`config.mk`:
```
export PLATFORM = sky130hd
export DESIGN_NAME = fli_chunk_stream_decoder
export DESIGN_NICKNAME = d
export VERILOG_FILES = /design/src/rtl/core/fcsd_pkg.sv /design/src/rtl/core/fcsd_in_reg.sv /design/src/rtl/core/fcsd_parser.sv /design/src/rtl/core/fcsd_out_reg.sv /design/src/rtl/core/fli_chunk_stream_decoder.sv
export SDC_FILE = /design/constraint.sdc
export NUM_CORES = 1
export LEC_CHECK = 0
export ABC_AREA = 1
export BUFFER_PORTS_ARGS = -buffer_cell sky130_fd_sc_hd__buf_2
export CORE_UTILIZATION = 57
export CTS_CLUSTER_SIZE = 8
export DETAILED_ROUTE_END_ITERATION = 6
export PLACE_DENSITY = 0.73
export REMOVE_ABC_BUFFERS = 1
export SLEW_MARGIN = 20
export SYNTH_ARGS = -nofsm -noshare
export SYNTH_HDL_FRONTEND = slang
export SYNTH_SLANG_ARGS = --single-unit
```
`constraint.sdc`:
```
create_clock -name clock -period 8.2 [get_ports clock]
set_input_delay 1.64 -clock clock [delete_from_list [all_inputs] [get_ports clock]]
set_output_delay 1.64 -clock clock [all_outputs]
set_load 0.02 [all_outputs]
```
`src/rtl/core/fcsd_pkg.sv`:
```
// Package for the animation chunk decoder: word types, chunk codes and parser phases.
package fcsd_pkg;

   // Chunk kinds carried with the first body byte
   localparam logic [2:0] CHUNK_PALETTE = 3'd0;
   localparam logic [2:0] CHUNK_DELTA   = 3'd1;
   localparam logic [2:0] CHUNK_CLEAR   = 3'd2;
   localparam logic [2:0] CHUNK_RUN     = 3'd3;
   localparam logic [2:0] CHUNK_RAW     = 3'd4;

   localparam logic TARGET_FRAME   = 1'b0;
   localparam logic TARGET_PALETTE = 1'b1;

   localparam int COMPONENTS = 3;
   // Palette count byte of zero means 256 colors
   localparam logic [9:0] PAL_FULL_BYTES = 10'h300;
   localparam logic [8:0] SIZE_NEG_BASE  = 9'h100;

   typedef enum logic [3:0] {
      PH_IDLE,
      PH_PAL_HDR,
      PH_PAL_SKIP,
      PH_PAL_COUNT,
      PH_PAL_DATA,
      PH_LC_HDR,
      PH_LC_NPK,
      PH_LC_SKIP,
      PH_LC_SIZE,
      PH_LC_COPY,
      PH_LC_FILL,
      PH_BR_NPK,
      PH_BR_SIZE,
      PH_BR_COPY,
      PH_BR_FILL,
      PH_RAW
   } phase_type;

   typedef struct packed {
      logic [7:0] data_byte;
      logic [2:0] req_type;
      logic       chunk_first;
   } item_type;

   typedef struct packed {
      logic        hit;
      logic        target;
      logic [15:0] address;
      logic [7:0]  value;
      logic [15:0] count;
   } cmd_type;

endpackage

```
`src/rtl/core/fcsd_in_reg.sv`:
```
// Input register stage: holds one body byte word until the parser takes it.
module fcsd_in_reg (
   input  logic              clock,
   input  logic              reset,
   input  logic              req_valid,
   input  fcsd_pkg::item_type req_item,
   input  logic              advance,
   output logic              req_stall,
   output logic              item_valid,
   output fcsd_pkg::item_type item
);

   logic               valid_ff;
   fcsd_pkg::item_type item_ff;

   assign req_stall  = valid_ff && !advance;
   assign item_valid = valid_ff;
   assign item       = item_ff;

   always_ff @(posedge clock) begin
      if (reset) begin
         valid_ff <= 1'b0;
      end else if (!req_stall) begin
         valid_ff <= req_valid;
      end
   end

   always_ff @(posedge clock) begin
      if (req_valid && !req_stall) begin
         item_ff <= req_item;
      end
   end

endmodule

```
`src/rtl/core/fcsd_parser.sv`:
```
// Chunk parser: phase machine, counters and write command generation for one byte a cycle while go is high.
module fcsd_parser #(
   parameter int LINE_WIDTH      = 320,
   parameter int FRAME_LINES     = 200,
   parameter int PALETTE_ENTRIES = 256
) (
   input  logic               clock,
   input  logic               reset,
   input  logic               go,
   input  fcsd_pkg::item_type item,
   output fcsd_pkg::cmd_type  cmd
);

   localparam int FRAME_BYTES = LINE_WIDTH * FRAME_LINES;
   localparam int PAL_SIZE    = PALETTE_ENTRIES * fcsd_pkg::COMPONENTS;
   localparam int LIMIT_MAX   = (FRAME_BYTES > PAL_SIZE) ? FRAME_BYTES : PAL_SIZE;
   // Positions saturate at all ones, well past either store end
   localparam int POS_W = $clog2(LIMIT_MAX + 1) + 1;
   localparam int INC_W = $clog2(LINE_WIDTH + 1) > 10 ? $clog2(LINE_WIDTH + 1) : 10;
   localparam int SUM_W = POS_W + INC_W;
   localparam int MUL_W = 16 + INC_W;
   localparam int EW    = (POS_W > 16) ? POS_W : 16;

   localparam logic [POS_W-1:0] POS_CAP     = '1;
   localparam logic [POS_W-1:0] FRAME_LIMIT = POS_W'(FRAME_BYTES);
   localparam logic [POS_W-1:0] PAL_LIMIT   = POS_W'(PAL_SIZE);
   localparam logic [15:0]      CLEAR_COUNT = 16'(FRAME_BYTES);
   localparam logic [15:0]      RUN_LINES   = 16'(FRAME_LINES);

   function automatic logic [POS_W-1:0] sat_add(input logic [POS_W-1:0] a,
                                               input logic [INC_W-1:0] inc);
      logic [SUM_W-1:0] s;
      s = SUM_W'(a) + SUM_W'(inc);
      return (s > SUM_W'(POS_CAP)) ? POS_CAP : s[POS_W-1:0];
   endfunction

   fcsd_pkg::phase_type phase_ff, phase_in, cur_phase;
   logic [7:0]       low_ff, low_in, cur_low;
   logic [15:0]      lines_ff, lines_in, cur_lines;
   logic [POS_W-1:0] base_ff, base_in, cur_base;
   logic [15:0]      pkts_ff, pkts_in, cur_pkts;
   logic [9:0]       bytes_ff, bytes_in, cur_bytes;
   logic [POS_W-1:0] pos_ff, pos_in, cur_pos;

   logic [7:0]       b;
   logic             is_clear;
   logic             pkt_done, line_done;
   logic [15:0]      pkts_dec, lines_dec, word;
   logic [MUL_W-1:0] prod;
   logic [POS_W-1:0] pos_next;
   fcsd_pkg::phase_type pkt_next, npk_next;

   logic             em_en, em_tgt;
   logic [9:0]       em_n;
   logic [POS_W-1:0] em_limit, remain;
   logic [EW-1:0]    n_ext, rem_ext, cnt_ext, addr_ext;

   assign b        = item.data_byte;
   assign is_clear = item.chunk_first && (item.req_type == fcsd_pkg::CHUNK_CLEAR);
   assign word     = {b, cur_low};
   assign prod     = MUL_W'(word) * MUL_W'(LINE_WIDTH);

   // A first byte restarts the parser from cleared state before it is parsed
   always_comb begin
      cur_phase = phase_ff;
      cur_low   = low_ff;
      cur_lines = lines_ff;
      cur_base  = base_ff;
      cur_pkts  = pkts_ff;
      cur_bytes = bytes_ff;
      cur_pos   = pos_ff;
      if (item.chunk_first) begin
         cur_low   = '0;
         cur_lines = '0;
         cur_base  = '0;
         cur_pkts  = '0;
         cur_bytes = '0;
         cur_pos   = '0;
         unique case (item.req_type)
            fcsd_pkg::CHUNK_PALETTE: cur_phase = fcsd_pkg::PH_PAL_HDR;
            fcsd_pkg::CHUNK_DELTA:   cur_phase = fcsd_pkg::PH_LC_HDR;
            fcsd_pkg::CHUNK_RUN: begin
               cur_phase = fcsd_pkg::PH_BR_NPK;
               cur_lines = RUN_LINES;
            end
            fcsd_pkg::CHUNK_RAW:     cur_phase = fcsd_pkg::PH_RAW;
            default:                 cur_phase = fcsd_pkg::PH_IDLE;
         endcase
      end
   end

   // Next state
   always_comb begin
      phase_in  = cur_phase;
      low_in    = cur_low;
      lines_in  = cur_lines;
      base_in   = cur_base;
      pkts_in   = cur_pkts;
      bytes_in  = cur_bytes;
      pos_in    = cur_pos;
      pkt_done  = 1'b0;
      line_done = 1'b0;
      pkt_next  = fcsd_pkg::PH_LC_SKIP;
      npk_next  = fcsd_pkg::PH_LC_NPK;
      pos_next  = sat_add(cur_pos, INC_W'(1));
      pkts_dec  = '0;
      lines_dec = '0;

      unique case (cur_phase)
         fcsd_pkg::PH_IDLE: begin
         end
         fcsd_pkg::PH_PAL_HDR: begin
            if (cur_bytes == '0) begin
               low_in   = b;
               bytes_in = 10'd1;
            end else begin
               pkts_in  = word;
               bytes_in = '0;
               pos_in   = '0;
               phase_in = (word == '0) ? fcsd_pkg::PH_IDLE : fcsd_pkg::PH_PAL_SKIP;
            end
         end
         fcsd_pkg::PH_PAL_SKIP: begin
            pos_in   = sat_add(cur_pos, INC_W'(b) * INC_W'(fcsd_pkg::COMPONENTS));
            phase_in = fcsd_pkg::PH_PAL_COUNT;
         end
         fcsd_pkg::PH_PAL_COUNT: begin
            bytes_in = (b == '0) ? fcsd_pkg::PAL_FULL_BYTES
                                 : 10'(b) * 10'(fcsd_pkg::COMPONENTS);
            phase_in = fcsd_pkg::PH_PAL_DATA;
         end
         fcsd_pkg::PH_PAL_DATA: begin
            pos_in   = pos_next;
            bytes_in = cur_bytes - 10'd1;
            if (bytes_in == '0) begin
               pkts_in  = cur_pkts - 16'd1;
               phase_in = (pkts_in == '0) ? fcsd_pkg::PH_IDLE : fcsd_pkg::PH_PAL_SKIP;
            end
         end
         fcsd_pkg::PH_LC_HDR: begin
            if (!cur_bytes[0]) begin
               low_in   = b;
               bytes_in = cur_bytes + 10'd1;
            end else if (cur_bytes == 10'd1) begin
               base_in  = (prod > MUL_W'(POS_CAP)) ? POS_CAP : prod[POS_W-1:0];
               bytes_in = 10'd2;
            end else begin
               lines_in = word;
               bytes_in = '0;
               phase_in = (word == '0) ? fcsd_pkg::PH_IDLE : fcsd_pkg::PH_LC_NPK;
            end
         end
         fcsd_pkg::PH_LC_NPK, fcsd_pkg::PH_BR_NPK: begin
            npk_next = cur_phase;
            pkts_in  = 16'(b);
            pos_in   = cur_base;
            if (b == '0) begin
               line_done = 1'b1;
            end else begin
               phase_in = (cur_phase == fcsd_pkg::PH_LC_NPK) ? fcsd_pkg::PH_LC_SKIP
                                                             : fcsd_pkg::PH_BR_SIZE;
            end
         end
         fcsd_pkg::PH_LC_SKIP: begin
            pos_in   = sat_add(cur_pos, INC_W'(b));
            phase_in = fcsd_pkg::PH_LC_SIZE;
         end
         fcsd_pkg::PH_LC_SIZE: begin
            if (b[7]) begin
               bytes_in = 10'(fcsd_pkg::SIZE_NEG_BASE - 9'(b));
               phase_in = fcsd_pkg::PH_LC_FILL;
            end else if (b == '0) begin
               pkt_done = 1'b1;
            end else begin
               bytes_in = 10'(b);
               phase_in = fcsd_pkg::PH_LC_COPY;
            end
         end
         fcsd_pkg::PH_LC_COPY, fcsd_pkg::PH_BR_COPY: begin
            if (cur_phase == fcsd_pkg::PH_BR_COPY) begin
               pkt_next = fcsd_pkg::PH_BR_SIZE;
               npk_next = fcsd_pkg::PH_BR_NPK;
            end
            pos_in   = pos_next;
            bytes_in = cur_bytes - 10'd1;
            pkt_done = (bytes_in == '0);
         end
         fcsd_pkg::PH_LC_FILL, fcsd_pkg::PH_BR_FILL: begin
            if (cur_phase == fcsd_pkg::PH_BR_FILL) begin
               pkt_next = fcsd_pkg::PH_BR_SIZE;
               npk_next = fcsd_pkg::PH_BR_NPK;
            end
            pos_in   = sat_add(cur_pos, INC_W'(cur_bytes));
            bytes_in = '0;
            pkt_done = 1'b1;
         end
         fcsd_pkg::PH_BR_SIZE: begin
            if (b[7]) begin
               bytes_in = 10'(fcsd_pkg::SIZE_NEG_BASE - 9'(b));
               phase_in = fcsd_pkg::PH_BR_COPY;
            end else begin
               bytes_in = 10'(b);
               phase_in = fcsd_pkg::PH_BR_FILL;
            end
         end
         fcsd_pkg::PH_RAW: begin
            pos_in = pos_next;
            if (pos_next >= FRAME_LIMIT) begin
               phase_in = fcsd_pkg::PH_IDLE;
            end
         end
         default: begin
         end
      endcase

      if (pkt_done) begin
         pkts_dec = (cur_pkts != '0) ? cur_pkts - 16'd1 : cur_pkts;
         pkts_in  = pkts_dec;
         if (pkts_dec == '0) begin
            line_done = 1'b1;
         end else begin
            phase_in = pkt_next;
         end
      end

      if (line_done) begin
         base_in   = sat_add(cur_base, INC_W'(LINE_WIDTH));
         lines_dec = (cur_lines != '0) ? cur_lines - 16'd1 : cur_lines;
         lines_in  = lines_dec;
         phase_in  = (lines_dec == '0) ? fcsd_pkg::PH_IDLE : npk_next;
      end
   end

   // Command output
   always_comb begin
      em_en    = 1'b0;
      em_tgt   = fcsd_pkg::TARGET_FRAME;
      em_n     = 10'd1;
      em_limit = FRAME_LIMIT;
      unique case (cur_phase)
         fcsd_pkg::PH_PAL_DATA: begin
            em_en    = 1'b1;
            em_tgt   = fcsd_pkg::TARGET_PALETTE;
            em_limit = PAL_LIMIT;
         end
         fcsd_pkg::PH_LC_COPY, fcsd_pkg::PH_BR_COPY, fcsd_pkg::PH_RAW: begin
            em_en = 1'b1;
         end
         fcsd_pkg::PH_LC_FILL, fcsd_pkg::PH_BR_FILL: begin
            em_en = 1'b1;
            em_n  = cur_bytes;
         end
         default: begin
         end
      endcase

      remain   = em_limit - cur_pos;
      n_ext    = EW'(em_n);
      rem_ext  = EW'(remain);
      cnt_ext  = (n_ext < rem_ext) ? n_ext : rem_ext;
      addr_ext = EW'(cur_pos);

      cmd.hit     = go && em_en && (cur_pos < em_limit) && (em_n != '0);
      cmd.target  = em_tgt;
      cmd.address = addr_ext[15:0];
      cmd.value   = b;
      cmd.count   = cnt_ext[15:0];
      if (is_clear) begin
         cmd.hit     = go;
         cmd.target  = fcsd_pkg::TARGET_FRAME;
         cmd.address = '0;
         cmd.value   = '0;
         cmd.count   = CLEAR_COUNT;
      end
   end

   always_ff @(posedge clock) begin
      if (reset) begin
         phase_ff <= fcsd_pkg::PH_IDLE;
         low_ff   <= '0;
         lines_ff <= '0;
         base_ff  <= '0;
         pkts_ff  <= '0;
         bytes_ff <= '0;
         pos_ff   <= '0;
      end else if (go) begin
         phase_ff <= phase_in;
         low_ff   <= low_in;
         lines_ff <= lines_in;
         base_ff  <= base_in;
         pkts_ff  <= pkts_in;
         bytes_ff <= bytes_in;
         pos_ff   <= pos_in;
      end
   end

endmodule

```
`src/rtl/core/fcsd_out_reg.sv`:
```
// Result register: holds one write command word until the sink takes it.
module fcsd_out_reg (
   input  logic              clock,
   input  logic              reset,
   input  fcsd_pkg::cmd_type cmd,
   input  logic              rsp_stall,
   output logic              advance,
   output logic              rsp_valid,
   output logic              rsp_target,
   output logic [15:0]       rsp_address,
   output logic [7:0]        rsp_value,
   output logic [15:0]       rsp_count
);

   logic              valid_ff;
   fcsd_pkg::cmd_type cmd_ff;

   // Free when empty or being drained this cycle
   assign advance     = !valid_ff || !rsp_stall;
   assign rsp_valid   = valid_ff;
   assign rsp_target  = cmd_ff.target;
   assign rsp_address = cmd_ff.address;
   assign rsp_value   = cmd_ff.value;
   assign rsp_count   = cmd_ff.count;

   always_ff @(posedge clock) begin
      if (reset) begin
         valid_ff <= 1'b0;
      end else if (advance) begin
         valid_ff <= cmd.hit;
      end
   end

   always_ff @(posedge clock) begin
      if (advance && cmd.hit) begin
         cmd_ff <= cmd;
      end
   end

endmodule

```
`src/rtl/core/fli_chunk_stream_decoder.sv`:
```
// Top level of the animation chunk decoder: input stage, parser and result register.
//
// Takes one chunk body byte per cycle while req_stall is low and turns it into
// at most one frame or palette write command (target, address, value, count).
// A byte with req_chunk_first set restarts the parser with the kind given on
// req_type. Sustained rate is one word per cycle in both directions while
// rsp_stall is low; the byte is held in the input register and its command
// is then captured in the result register, which drives rsp_valid. The rate
// is set by the parser's phase machine, which updates its counters and
// positions for each byte as it is taken from the input register.
// Nothing needs clearing after reset.
module fli_chunk_stream_decoder #(
   parameter int LINE_WIDTH      = 320,
   parameter int FRAME_LINES     = 200,
   parameter int PALETTE_ENTRIES = 256
) (
   input  logic        clock,
   input  logic        reset,
   input  logic        req_valid,
   output logic        req_stall,
   input  logic [7:0]  req_data_byte,
   input  logic [2:0]  req_type,
   input  logic        req_chunk_first,
   output logic        rsp_valid,
   input  logic        rsp_stall,
   output logic        rsp_target,
   output logic [15:0] rsp_address,
   output logic [7:0]  rsp_value,
   output logic [15:0] rsp_count
);

   fcsd_pkg::item_type req_item, item;
   fcsd_pkg::cmd_type  cmd;
   logic               item_valid, advance;

   assign req_item.data_byte   = req_data_byte;
   assign req_item.req_type    = req_type;
   assign req_item.chunk_first = req_chunk_first;

   fcsd_in_reg u_in_reg (
      .clock      (clock),
      .reset      (reset),
      .req_valid  (req_valid),
      .req_item   (req_item),
      .advance    (advance),
      .req_stall  (req_stall),
      .item_valid (item_valid),
      .item       (item)
   );

   fcsd_parser #(
      .LINE_WIDTH      (LINE_WIDTH),
      .FRAME_LINES     (FRAME_LINES),
      .PALETTE_ENTRIES (PALETTE_ENTRIES)
   ) u_parser (
      .clock (clock),
      .reset (reset),
      .go    (item_valid && advance),
      .item  (item),
      .cmd   (cmd)
   );

   fcsd_out_reg u_out_reg (
      .clock       (clock),
      .reset       (reset),
      .cmd         (cmd),
      .rsp_stall   (rsp_stall),
      .advance     (advance),
      .rsp_valid   (rsp_valid),
      .rsp_target  (rsp_target),
      .rsp_address (rsp_address),
      .rsp_value   (rsp_value),
      .rsp_count   (rsp_count)
   );

endmodule

```
==> summary.txt <==
Floorplanning
  – Die Ht: 163 um
  – DIE AREA: 26500 um^2
  – Core Area: 25300 um^2
  – Row count: between 50 and 60
  – Die Wd: 163 um
  – Starting Density: 0.583
  – I/O pins: between 50 and 60

Synth
  – Yosys cell types: 64
  – Seq/Total Area, Yosys: 0.231
  – Largest family of logic cells by synthesized area: simple AND/OR/NAND/NOR gates
  – Most frequent cell after synthesis: nand2_1
  – Synth warn: 0
  – Compound-Gate Fraction of Synth Area: 0.210
  – Adder-cell share of the synthesized area: 0.0893
  – Synth cell count leaders: nand2_1 (487), inv_1 (247), nor2_1 (238)
  – Yosys top cell area share: 0.124
  – Fraction of registers with async set/reset: 0
  – Main flop type after synthesis: dfxtp_1
  – Synth Area in Simple Gates: 0.314
  – Synth Instances: 2267
  – Post-synthesis cell area: 14700 um^2
  – Post-synthesis register bit count: ~140
  – Mux cell area share after synthesis: 0
  – Average size of a mapped cell: between 6 and 7 um^2
  – Synth Area in XOR/XNOR: 0.0571
  – Post-synth EDFFs: 53
  – Dominant cells by area after synthesis: nand2_1 (12%), dfxtp_1 (12%), edfxtp_1 (11%), ha_1 (8.2%), a21oi_1 (7.0%)
  – Largest area contributor in the netlist: nand2_1

STA
  – Endpoints failing hold: 0
  – Max-slew violations: 0
  – Worst-Margin Slew: 1.09 ns
  – Worst clock skew: 0.0161 ns
  – Slew HR: 0.275
  – Crit share post-route: 0.739
  – RSZ-0062 raised after global routing: no
  – Final setup viols: 0
  – Hold_ws: about 0.46 ns
  – Post-layout min period: 6.06 ns
  – Max Clock Freq: 165 MHz
  – Sum Neg Setup Slack: 0 ns

Final layout
  – Layout cells sized above 1: 0.0975
  – Core Util, Final: 0.621
  – # nets final: between 2000 and 2500
  – P&R area growth vs syn: 6.55%
  – Finished Cell Area: 15700 um^2
  – Non-filler cells in the finished layout: roughly 2600
  – Fill cell count: 2507

Drt
  – Vias per inst: 6.26
  – Final ANT Viol Nets: 0
  – Total Wirelength: around 54000 um
  – Via count: roughly 16000
  – Initial DRC count: 2391
  – Number of detailed-route iterations in the first pass: 6
  – Drc violations: 0
  – DR WL/cell: a little over 20 um

Clock tree
  – Post_cts resized: 0
  – Post-CTS Setup Repair Bufs: 0
  – Htree depth: 4
  – Worst-skew pair later-pin latency: 0.45 ns
  – Clock sink total: 143
  – CTS tree: yes
  – CTS buffer count: 17
  – CTS Buffer Depth: 2
  – CTS clock-pin slew for the worst setup and hold paths: about 0.070 ns
  – # hold bufs at CTS: 0
  – Clock Tree Root: clkbuf_16

Global route
  – Global-route wire length before repair: 83000 um
  – Total congestion overflow: 0
  – Initial antenna violation count: 1
  – Total track usage: 0.404
  – Number of global-route vias before repair: 15200
  – Largest net degree at the start of global routing: 92

Pwr
  – Flop pwr share: 0.353
  – Net Switching: between 800 and 900 uW
  – PD cells: 143 nW/um^2
  – Clock share of power: 0.349
  – Worst vdd ir: 149 uV
  – Net Sw Frac: 0.381
  – Gate power share: 0.297
  – Total leakage power: 0.00726 uW
  – Internal power: between 1000 and 1500 uW

Critical path
  – Crit Path Max Fanout: 10
  – Critical Path RT: 8.56 ns
  – CP startpoint kind: register
  – Critical Path AT: 6.43 ns
  – Setup Crit Path Kind: register to register
  – Crit path capture type: register

Placed design
  – DP Cell Count: 2596
  – HPWL after DPL: 38800 um
  – Gpl congestion: 1.01
  – Post-Place Cell Area: 15100 um^2
  – Port buffer count: 58

Run
  – Max_cap viols: 0

Outcome
  – Status: complete, no violations

Worst hold path
  – Worst min path class: register to register
[worst max-delay path, cell delays in order, from the launching register on]
cell and delay [ns]:
edfxtp_1 0.68, clkinv_1 0.45, ha_1 0.48, nand3_1 0.09, nand2_1 0.10, a21oi_1 0.08, o21ai_0 0.37, xor2_1 0.28
inv_1 0.12, ha_1 0.38, nand2_1 0.08, o21ai_0 0.29, a21boi_0 0.22, o21ai_0 0.75, nand2_1 0.15, nor2_1 0.63
inv_1 0.31, a21oi_1 0.30, nor2_1 0.10, a21oi_1 0.13
[cells in the final DEF (no fill, tap or decap), types with 12 or more instances in the layout]
cell type,n
ha_1,97
xor2_1,77
inv_2,23
nor2_2,20
nand4_1,43
edfxtp_1,53
nand2_4,12
o21ai_0,190
nand3_1,155
clkbuf_16,17
buf_4,16
buf_2,58
nand2_1,486
nand2_2,24
dfxtp_1,90
nor2_1,238
inv_1,245
a21oi_1,206
xnor2_1,19
a31oi_1,17
nor3_1,24
o211ai_1,35
[sequential cells by signal (all words and copies together) (netlist names)]
name,flops
u_in_reg.item,12
u_parser.bytes_ff,10
u_out_reg.rsp_address,16
u_parser.low_ff,8
u_parser.pkts_ff,16
u_out_reg.rsp_value,8
u_parser.pos_ff,17
u_parser.base_ff,17
u_out_reg.rsp_valid,1
u_parser.lines_ff,16
u_parser.phase_ff,4
u_in_reg.item_valid,1
u_out_reg.rsp_count,16
u_out_reg.rsp_target,1
[stage by stage]
stage / total power, uW / setup WS (ns)
CTS: 2210 / 2.41
global route: 2310 / 1.84
floorplan: 1250 / 2.96
global placement: 1430 / 2.66
finish: 2240 / 2.14
detailed placement: 1440 / 2.50
[layout make-up]
cell class	count	area [um^2]	area share
multi-input cells	1775	9870	0.630
clock buffers	19	443	0.0282
well taps	330	413	0.0263
diodes	1	2.50	0.000160
flip-flops and latches	143	3390	0.216
repair buffers	74	410	0.0262
inverters	274	1030	0.0658
clock inverters	13	113	0.00718
[power groups by stage]
stage / Sequential [uW] / Combinational [uW] / Clock [uW]
4_1_cts: 789 / 641 / 779
5_1_grt: 792 / 719 / 803
3_5_place_dp: 804 / 637 / 0
2_1_floorplan: 809 / 440 / 0
6_report: 790 / 665 / 781
3_3_place_gp: 803 / 631 / 0
[final timing paths]
kind / from / end / slack [ns] / cells after the start
min reg2reg: u_parser.pkts_ff[14]$_SDFFE_PP0P_ / u_parser.pkts_ff[14]$_SDFFE_PP0P_ / 0.46 / 2
max reg2reg: u_in_reg.item[7]$_DFFE_PP_ / u_parser.pos_ff[8]$_SDFFE_PP0P_ / 2.14 / 19
min: u_parser.pkts_ff[14]$_SDFFE_PP0P_ / u_parser.pkts_ff[14]$_SDFFE_PP0P_ / 0.46 / 2
max: u_in_reg.item[7]$_DFFE_PP_ / u_parser.pos_ff[8]$_SDFFE_PP0P_ / 2.14 / 19
[metal layers]
metal / share of wire / GRT usage
met1: 0.41 / 0.527
met2: 0.44 / 0.644
met4: 0.048 / 0.185
met3: 0.10 / 0.0782
met5: 0.00024 / 0
[cells by family (layout without fill, tap and decap cells)]
group,count (synthesis),count (layout)
DFF,143,143
and+or+nand+nor,1037,1037
adders and majority gates,102,102
xor gates and xnor gates,96,96
AOI/OAI and AO/OA,539,539
other,1,2
buffers and inverters,349,380
Power figures use the tool's default switching activity.
